<file path="config.mk">
export PLATFORM = sky130hd
export DESIGN_NAME = radl_ctrl
export DESIGN_NICKNAME = d
export VERILOG_FILES = /design/src/design/radl_pkg.sv /design/src/design/radl_ctrl.sv
export SDC_FILE = /design/constraint.sdc
export NUM_CORES = 1
export LEC_CHECK = 0
export ABC_AREA = 1
export BUFFER_PORTS_ARGS = -buffer_cell sky130_fd_sc_hd__buf_4
export CAP_MARGIN = 20
export CORE_MARGIN = 2
export CORE_UTILIZATION = 36
export CTS_CLUSTER_DIAMETER = 100
export CTS_CLUSTER_SIZE = 14
export DETAILED_ROUTE_END_ITERATION = 8
export RECOVER_POWER = 50
export SYNTH_ARGS = -nofsm -noshare
export SYNTH_HDL_FRONTEND = slang
export SYNTH_SLANG_ARGS = --single-unit
</file>
<file path="constraint.sdc">
create_clock -name clk -period 2.7 [get_ports clk]
set_clock_uncertainty 0.15 [all_clocks]
set_input_delay 0.405 -clock clk [delete_from_list [all_inputs] [get_ports clk]]
set_output_delay 0.405 -clock clk [all_outputs]
set_load 0.1 [all_outputs]
</file>
<file path="src/design/radl_pkg.sv">
// Shared types, constants and helpers for the radial lens distortion map unit.
// Used by radl_ctrl, radl_dp and the top level; depends on nothing.
package radl_pkg;

  // Coordinate and coefficient formats
  localparam int COORD_W         = 32;
  localparam int COORD_FRAC_BITS = 24;
  localparam int K1_W            = 48;
  localparam int K1_FRAC         = 40;
  localparam int TOL_W           = 24;
  localparam int PASS_W          = 6;
  localparam int R2_W            = 40;
  localparam int FMAG_W          = 63;
  localparam int ACC_W           = 96;
  localparam int PROD_W          = 64;
  localparam int REM_W           = 64;
  localparam int QUO_W           = 33;
  localparam int STEP_W          = 7;
  localparam int CFG_IDX_W       = 2;

  // Divider runs one quotient bit per step over 32 integer and 40 fraction bits
  localparam int DIV_STEPS = COORD_W + K1_FRAC;

  // Configuration register indexes
  localparam logic [CFG_IDX_W-1:0] CFG_K1        = 2'd0;
  localparam logic [CFG_IDX_W-1:0] CFG_TOLERANCE = 2'd1;
  localparam logic [CFG_IDX_W-1:0] CFG_MAX_PASS  = 2'd2;

  localparam logic [TOL_W-1:0]  TOL_RESET      = 24'd168;
  localparam logic [PASS_W-1:0] MAX_PASS_RESET = 6'd20;

  localparam logic signed [COORD_W-1:0] COORD_MAX = 32'sh7fff_ffff;
  localparam logic signed [COORD_W-1:0] COORD_MIN = 32'sh8000_0000;

  // Multiplier operand pairs
  typedef enum logic [2:0] {
    MS_GX2 = 3'd0,
    MS_GY2 = 3'd1,
    MS_K00 = 3'd2,
    MS_K01 = 3'd3,
    MS_K10 = 3'd4,
    MS_K11 = 3'd5,
    MS_CF0 = 3'd6,
    MS_CF1 = 3'd7
  } mul_sel_t;

  // Accumulator operations on the registered product
  typedef enum logic [2:0] {
    ACC_HOLD  = 3'd0,
    ACC_LOAD  = 3'd1,
    ACC_ADD0  = 3'd2,
    ACC_ADD32 = 3'd3,
    ACC_ADD64 = 3'd4
  } acc_op_t;

  // Which values go to the output register
  typedef enum logic [1:0] {
    RES_FWD   = 2'd0,
    RES_GUESS = 2'd1,
    RES_FAIL  = 2'd2
  } res_sel_t;

  typedef struct packed {
    logic     load_in;
    mul_sel_t mul_sel;
    acc_op_t  acc_op;
    logic     coord_y;
    logic     latch_r2;
    logic     latch_f;
    logic     latch_u;
    logic     div_init;
    logic     div_step;
    logic     latch_g;
    logic     out_load;
    res_sel_t res_sel;
  } cmd_t;

  typedef struct packed {
    logic              conv;
    logic [PASS_W-1:0] max_passes;
  } stat_t;

  // Magnitude of a signed coordinate; the most negative value maps to 2^31
  function automatic logic [COORD_W-1:0] mag32(input logic signed [COORD_W-1:0] v);
    return v[COORD_W-1] ? (~v + 32'd1) : v;
  endfunction

  // Apply a sign to a magnitude and saturate to the coordinate range
  function automatic logic signed [COORD_W-1:0] sat_coord(input logic [63:0] m,
                                                          input logic neg);
    logic big;
    big = (m[63:COORD_W-1] != '0);
    if (neg) begin
      return big ? COORD_MIN : (~m[COORD_W-1:0] + 32'd1);
    end
    return big ? COORD_MAX : m[COORD_W-1:0];
  endfunction

endpackage

</file>
<file path="src/design/radl_ctrl.sv">
// Controller: sequences the multiply, divide and check steps of one request
// and runs the request and result handshakes. Uses radl_pkg.
module radl_ctrl (
  input  logic            clk,
  input  logic            rst_n,
  input  logic            in_valid,
  input  logic            in_action,
  output logic            in_stall,
  output logic            out_valid,
  input  logic            out_stall,
  input  radl_pkg::stat_t stat,
  output radl_pkg::cmd_t  cmd
);

  typedef enum logic [6:0] {
    ST_IDLE  = 7'b0000001,
    ST_SQ    = 7'b0000010,
    ST_FAC   = 7'b0000100,
    ST_FWD   = 7'b0001000,
    ST_CHECK = 7'b0010000,
    ST_DIV   = 7'b0100000,
    ST_DONE  = 7'b1000000
  } state_t;

  localparam logic [radl_pkg::STEP_W-1:0] DIV_LAST = radl_pkg::STEP_W'(radl_pkg::DIV_STEPS + 1);

  state_t                         state_r, state_nxt;
  logic [radl_pkg::STEP_W-1:0]    step_r, step_nxt;
  logic [radl_pkg::PASS_W-1:0]    pass_r, pass_nxt;
  logic                           action_r, action_nxt;
  logic                           passing_r, passing_nxt;
  radl_pkg::res_sel_t             res_r, res_nxt;
  logic                           out_valid_r, out_valid_nxt;
  logic                           out_free;

  assign out_free  = !out_valid_r || !out_stall;
  assign in_stall  = (state_r != ST_IDLE);
  assign out_valid = out_valid_r;

  // Sequence the datapath
  always_comb begin
    cmd         = '0;
    state_nxt   = state_r;
    step_nxt    = step_r;
    pass_nxt    = pass_r;
    action_nxt  = action_r;
    passing_nxt = passing_r;
    res_nxt     = res_r;
    case (state_r)
      ST_IDLE: begin
        if (in_valid) begin
          cmd.load_in = 1'b1;
          action_nxt  = in_action;
          pass_nxt    = '0;
          passing_nxt = 1'b0;
          step_nxt    = '0;
          state_nxt   = ST_SQ;
        end
      end
      ST_SQ: begin
        step_nxt = step_r + 7'd1;
        case (step_r[1:0])
          2'd0: cmd.mul_sel = radl_pkg::MS_GX2;
          2'd1: begin
            cmd.mul_sel = radl_pkg::MS_GY2;
            cmd.acc_op  = radl_pkg::ACC_LOAD;
          end
          2'd2: cmd.acc_op = radl_pkg::ACC_ADD0;
          default: begin
            cmd.latch_r2 = 1'b1;
            step_nxt     = '0;
            state_nxt    = ST_FAC;
          end
        endcase
      end
      ST_FAC: begin
        step_nxt = step_r + 7'd1;
        case (step_r[2:0])
          3'd0: cmd.mul_sel = radl_pkg::MS_K00;
          3'd1: begin
            cmd.mul_sel = radl_pkg::MS_K01;
            cmd.acc_op  = radl_pkg::ACC_LOAD;
          end
          3'd2: begin
            cmd.mul_sel = radl_pkg::MS_K10;
            cmd.acc_op  = radl_pkg::ACC_ADD32;
          end
          3'd3: begin
            cmd.mul_sel = radl_pkg::MS_K11;
            cmd.acc_op  = radl_pkg::ACC_ADD32;
          end
          3'd4: cmd.acc_op = radl_pkg::ACC_ADD64;
          default: begin
            cmd.latch_f = 1'b1;
            step_nxt    = '0;
            if (!action_r || passing_r) begin
              state_nxt = ST_FWD;
            end else if (stat.max_passes == '0) begin
              res_nxt   = radl_pkg::RES_FAIL;
              state_nxt = ST_DONE;
            end else begin
              state_nxt = ST_DIV;
            end
          end
        endcase
      end
      ST_FWD: begin
        step_nxt    = step_r + 7'd1;
        cmd.coord_y = step_r[2];
        case (step_r[1:0])
          2'd0: cmd.mul_sel = radl_pkg::MS_CF0;
          2'd1: begin
            cmd.mul_sel = radl_pkg::MS_CF1;
            cmd.acc_op  = radl_pkg::ACC_LOAD;
          end
          2'd2: cmd.acc_op = radl_pkg::ACC_ADD32;
          default: begin
            cmd.latch_u = 1'b1;
            if (step_r[2]) begin
              step_nxt = '0;
              if (!action_r) begin
                res_nxt   = radl_pkg::RES_FWD;
                state_nxt = ST_DONE;
              end else begin
                state_nxt = ST_CHECK;
              end
            end
          end
        endcase
      end
      ST_CHECK: begin
        if (stat.conv) begin
          res_nxt   = radl_pkg::RES_GUESS;
          state_nxt = ST_DONE;
        end else if (pass_r + 6'd1 == stat.max_passes) begin
          res_nxt   = radl_pkg::RES_FAIL;
          state_nxt = ST_DONE;
        end else begin
          pass_nxt  = pass_r + 6'd1;
          step_nxt  = '0;
          state_nxt = ST_DIV;
        end
      end
      ST_DIV: begin
        step_nxt = step_r + 7'd1;
        if (step_r == '0) begin
          cmd.div_init = 1'b1;
        end else if (step_r == DIV_LAST) begin
          cmd.latch_g = 1'b1;
          passing_nxt = 1'b1;
          step_nxt    = '0;
          state_nxt   = ST_SQ;
        end else begin
          cmd.div_step = 1'b1;
        end
      end
      ST_DONE: begin
        if (out_free) begin
          cmd.out_load = 1'b1;
          cmd.res_sel  = res_r;
          state_nxt    = ST_IDLE;
        end
      end
      default: state_nxt = ST_IDLE;
    endcase
  end

  // Hold the result valid until taken
  always_comb begin
    if (cmd.out_load) begin
      out_valid_nxt = 1'b1;
    end else if (out_valid_r && !out_stall) begin
      out_valid_nxt = 1'b0;
    end else begin
      out_valid_nxt = out_valid_r;
    end
  end

  always_ff @(posedge clk) begin
    if (!rst_n) begin
      state_r     <= ST_IDLE;
      step_r      <= '0;
      pass_r      <= '0;
      action_r    <= 1'b0;
      passing_r   <= 1'b0;
      res_r       <= radl_pkg::RES_FAIL;
      out_valid_r <= 1'b0;
    end else begin
      state_r     <= state_nxt;
      step_r      <= step_nxt;
      pass_r      <= pass_nxt;
      action_r    <= action_nxt;
      passing_r   <= passing_nxt;
      res_r       <= res_nxt;
      out_valid_r <= out_valid_nxt;
    end
  end

endmodule
</file>
After elaboration in Yosys (flattened, before gate mapping)
Index checks and enable logic that the tools add are counted.
{"block": "totals", "romBits": 0, "output_inout_bits": 19, "mem_bits_rw": 0, "reg_bits": 25, "word_cells": 128, "memories": 0, "latchBits": 0, "in_bits": 12}
{"block": "classes", "n_mul": 0, "div_mod_pow": 0, "shift": 0, "n_eq_ne": 30, "n_mux": 65, "n_lt_le_gt_ge": 0, "n_reduce_logical": 24, "n_addsub": 2, "bitwise": 0}
{"op": "7-bit 2-to-1 mux", "count": 22}
{"op": "7-bit one-hot mux with 7 select lines", "count": 1}
{"op": "7-bit one-hot mux with 6 select lines", "count": 1}
{"op": "2-bit inequality test, second input constant", "count": 13}
{"op": "2-bit 2-to-1 mux", "count": 9}
{"op": "6-bit 2-to-1 mux", "count": 3}
{"op": "6-bit one-hot mux with 3 select lines", "count": 1}
{"op": "1-bit 2-to-1 mux", "count": 17}
{"op": "8-bit AND reduction", "count": 2}
{"op": "7-bit equality test, second input constant", "count": 2}
{"op": "3-bit one-hot mux with 4 select lines", "count": 1}
{"op": "6-bit one-hot mux with 2 select lines", "count": 1}
{"op": "4-bit AND reduction", "count": 3}
{"op": "3-bit 2-to-1 mux", "count": 3}
{"op": "3-bit one-hot mux with 3 select lines", "count": 1}
{"op": "2-bit one-hot mux with 2 select lines", "count": 2}
{"op": "7-bit by 1-bit adder with 7-bit output, second input constant", "count": 1}
{"op": "7-bit by 1-bit equality test with 1-bit output, second input constant", "count": 1}
{"op": "7-bit by 2-bit equality test with 1-bit output, second input constant", "count": 1}
{"op": "7-bit by 3-bit equality test with 1-bit output, second input constant", "count": 1}
{"op": "7-bit by 4-bit equality test with 1-bit output, second input constant", "count": 1}
{"op": "7-bit by 5-bit equality test with 1-bit output, second input constant", "count": 1}
{"op": "7-bit by 6-bit equality test with 1-bit output, second input constant", "count": 1}
{"op": "7-bit zero test", "count": 1}
{"op": "25 further kinds", "count": 31}

Longest topological paths before layout
{"block": "logic_depth", "word_depth": 5, "mapped_depth": 13}

Worst setup path after synthesis
Ideal clock, no wire load.
{"block": "synth_timing", "path_type": "register to output", "from": "reg state_r[4]", "to": "out cmd[12] in the netlist's numbering", "path_buffers": 0, "stages_incl_launch_ff": 6, "slack_ns": -0.712, "arrival_ns": 2.857, "required_time_ns": 2.145, "path_cell_list": "dfxtp_1 -> nor2_4 -> nand2_4 -> nor2_4 -> inv_1 -> nor3_1"}
{"element": "from (decl)", "line_no": "radl_ctrl.sv:27", "source": "state_t state_r, state_nxt;"}
{"element": "from (signal assigned)", "line_no": "radl_ctrl.sv:189", "source": "state_r <= state_nxt;"}
{"element": "to (decl)", "line_no": "radl_ctrl.sv:12", "source": "output radl_pkg::cmd_t cmd"}

==> metrics.md <==
| Metric | Value |
|---|---|
| TritonCTS clock tree | done |
| Mean Syn Cell Area | 6.43 sq um |
| Setup Buffers After CTS | 0 |
| Insertion delay to the later sink of the worst-skew pair | 270 ps |
| Cell with the largest stage delay on the worst path | dfxtp_1 |
| Number of remaining DRC errors | 0 |
| Worst path setup slack after routing | between 150 and 200 ps |
| Tcrit/Tclk final | 92.6% |
| Proportion of synthesized chip area in sequential cells | 25.0% |
| Routed vias | 1984 |
| Chip height | 78.5 um |
| Core occupancy in the finished layout | 42.1% |
| Final #Nets | 361 |
| Shortest period the worst path allows | 2500 ps |
| Number of synthesized register bits | 25 |
| Type of the worst setup path | reg2out |
| Avg Vias per Cell | 4.82 |
| GR Layer Usage met3 | 1.49% |
| Total clock sinks | 25 |
| Max-slew violation count | 0 |
| Total core area | ~0.0054 sq mm |
| Fraction of registers with async set/reset | 0% |
| Cells traversed along the worst timing path | ha_1, ha_1, a21oi_4, or2_2, nand2_1, buf_4 |
| Initial standard-cell utilization of the core | 36.8% |
| Cell variety after synth | 36 |
| Class of the worst hold path | in2reg |
| Fillcell total | about 600 |
| Endpoint type of the worst setup path | output port |
| RePlAce Congestion | ~0.87 |
| Buf+Inv Stages, Crit Path | 1 |
| Most Crowded Layer GR | met2 |
| Reg clk slew, reported paths | approximately 90 ps |
| Slew @ Worst Pin | around 1200 ps |
| Data arrival at the endpoint of the critical path | 1950 ps |
| Initial antenna violation count | 0 |
| Worst slack, placed | approximately 500 ps |
| Cell Area, Placed | 0.00231 sq mm |
| Most used standard cells in the synthesized netlist | 79 x nand2_1, 43 x inv_1, 35 x nor2_1, 28 x nand3_1, 25 x dfxtp_1 |
| Library cell with the highest instance count after synthesis | nand2_1 |
| Share of post-route cells with drive strength above 1 | 18.5% |
| Total global-route track usage | 16.8% |
| Vias in the first global route | 1927 |
| Kind of cell adding the most delay to the critical path | adder cells |
| Outcome | finished, final reports clean |
| Full die area | 0.00617 sq mm |
| Number of detailed-route iterations in the first pass | 4 |
| I/O pins | 31 |
| Post-synthesis instance total | 311 |
| Post-cts hold buffer count | 0 |
| Number of DRC markers after the initial detailed-route iteration | approximately 100 |
| Largest fanout on the critical path | 7 |
| Diodes inserted | 0 |
| Remaining number of nets flagged by the antenna check after routing | 0 |
| Relative max-transition margin | 22.9% |
| Number of enable flip-flop cells after synthesis | 0 |
| Area share of the largest cell type after synthesis | about a quarter |
| Finished Cell Area | 0.00229 sq mm |
| Number of buffers created by CTS | 3 |
| Finish-stage setup viols | 0 |
| Global route overflow | 0 |
| Crit-path most repeated cell | ha_1 |
| Met2 track utilization from global routing | 29.7% |
| Layout area overhead | 14.4% |
| Post-placement cell count | 408 |
| Top cell type by total area after synthesis | dfxtp_1 |
| First-pass GRT wire length | 8510 um |
| Total wirelength of the detailed-routed design | 4950 um |
| Flip-flop cell with the highest count after synthesis | dfxtp_1 |
| Net Count, Synth | between 300 and 400 |
| Number of cells in the finished layout apart from fillers | 412 |
| Post-Syn Area | 0.00200 sq mm |
| Startpoint type of the worst setup path | flip-flop |
| Cell chosen for the clock root | clkbuf_8 |
| # rows | 27 |
| Wire length per cell | approximately 12 um |
| Number of warning messages in the yosys log | 0 |
| CTS H-tree depth | 1 |
| Pin count of the biggest net entering global routing | 19 |
| Max-cap violations | 0 |
| Number of I/O port buffers | 30 |
| Half-perimeter wire length after detailed placement | 3910 um |
| Worst vdd ir | between 300 and 400 uV |
| Buffer levels on the longest clock path | 2 |
| RSZ-0062 raised after global routing | no |
| Power density over cell area | 590 mW/mm^2 |
| Upper clock frequency limit | 0.400 GHz |
| Resized cells post-CTS | 0 |
| Slowest Stage Delay on Critical Path | ~450 ps |
| Static leakage power | ~0.0010 uW |
| Overall die width | about 79 um |
| Global-route met1 utilization | 21.8% |
| Most area-consuming cells after synthesis | dfxtp_1 25%, nand2_1 15%, inv_1 8.1% |
| Hold violation total from the final report | 0 |
| Worst Path Required | 2140 ps |
-- flip-flops by register name, indices dropped and copies added (netlist names) --
register / count
passing_r: 1
state_r: 7
out_valid: 1
action_r: 1
res_r: 2
pass_r: 6
step_r: 7
-- per-layer routing --
metal / up-vias / wire length [um] / part of all wire [%]
li1: 1062 / - / -
met1: 881 / 2320 / 47
met2: 35 / 2400 / 48
met3: 6 / 172 / 3.5
met4: 0 / 54 / 1.1
met5: - / 0 / 0
-- where the power goes --
part / leakage (uW) / switching, uW / total [uW] / internal, uW
clock network: 0.0000228 / 123 / 229 / 106
logic: 0.000818 / 524 / 679 / 155
registers: 0.000203 / 33.9 / 442 / 408
total: 0.00104 / 681 / 1350 / 669
-- logic make-up (layout without fill, tap and decap cells) --
logic type / after synthesis / after routing / synth area share, %
AND/OR/NAND/NOR: 181 / 181 / 45.7
AO/OA/AOI/OAI: 41 / 41 / 12.5
buffers and inverters: 56 / 85 / 11.8
flip-flops: 25 / 25 / 25.0
adder cells (fa/ha/maj): 8 / 8 / 5.01
-- per-stage QoR --
| stage | setup TNS, ps | power [uW] | hold slack [ps] |
|---|---|---|---|
| after global placement | 0 | 1200 | 303 |
| after floorplan | -106 | 1030 | 289 |
| after detailed placement | 0 | 1210 | 311 |
| after CTS | 0 | 1430 | 234 |
| final | 0 | 1350 | 233 |
| after global routing | 0 | 1440 | 259 |
-- worst register-to-register path: stages, from the launching register on --
cell and delay [ps]:
dfxtp_1 450, ha_1 290, clkinv_1 270, o21ai_0 410
nand2_1 90, inv_1 90, nand4_1 130, inv_1 200
nand2_1 80, a21oi_1 120
-- cell type report --
cell class	instances	area, sq um	area share [%]
multi-input combinational	230	1230	53.8
sequential	25	500	21.9
timing repair buffer	31	226	9.90
inverter	50	194	8.48
tap	72	90.1	3.94
clock buffer	4	45.0	1.97
-- worst paths after layout --
kind,startpoint,endpoint,slack (ps),cells after the start
setup / recovery,step_r[0],cmd[11],200,6
hold / removal,rst_n,res_r[1],230,2
setup reg to reg,step_r[0],state_r[5],360,9
hold reg to reg,res_r[0],res_r[0],320,2
-- cell usage in the layout (no fill, tap or decap), types with 2 or more instances in the layout --
| master | n |
|---|---|
| nand2_1 | 82 |
| inv_1 | 44 |
| nor2_1 | 31 |
| nand3_1 | 30 |
| buf_4 | 29 |
| dfxtp_1 | 25 |
| a21oi_1 | 19 |
| nand4_1 | 13 |
| o21ai_0 | 9 |
| ha_1 | 8 |
| nor2_2 | 7 |
| nor2_4 | 5 |
| nand2_2 | 5 |
| o211ai_1 | 5 |
| clkbuf_8 | 3 |
| clkinv_1 | 2 |
| inv_2 | 2 |
| nand3_2 | 2 |
| o21a_1 | 2 |
| clkbuf_1 | 2 |
Power figures use the tool's default switching activity.
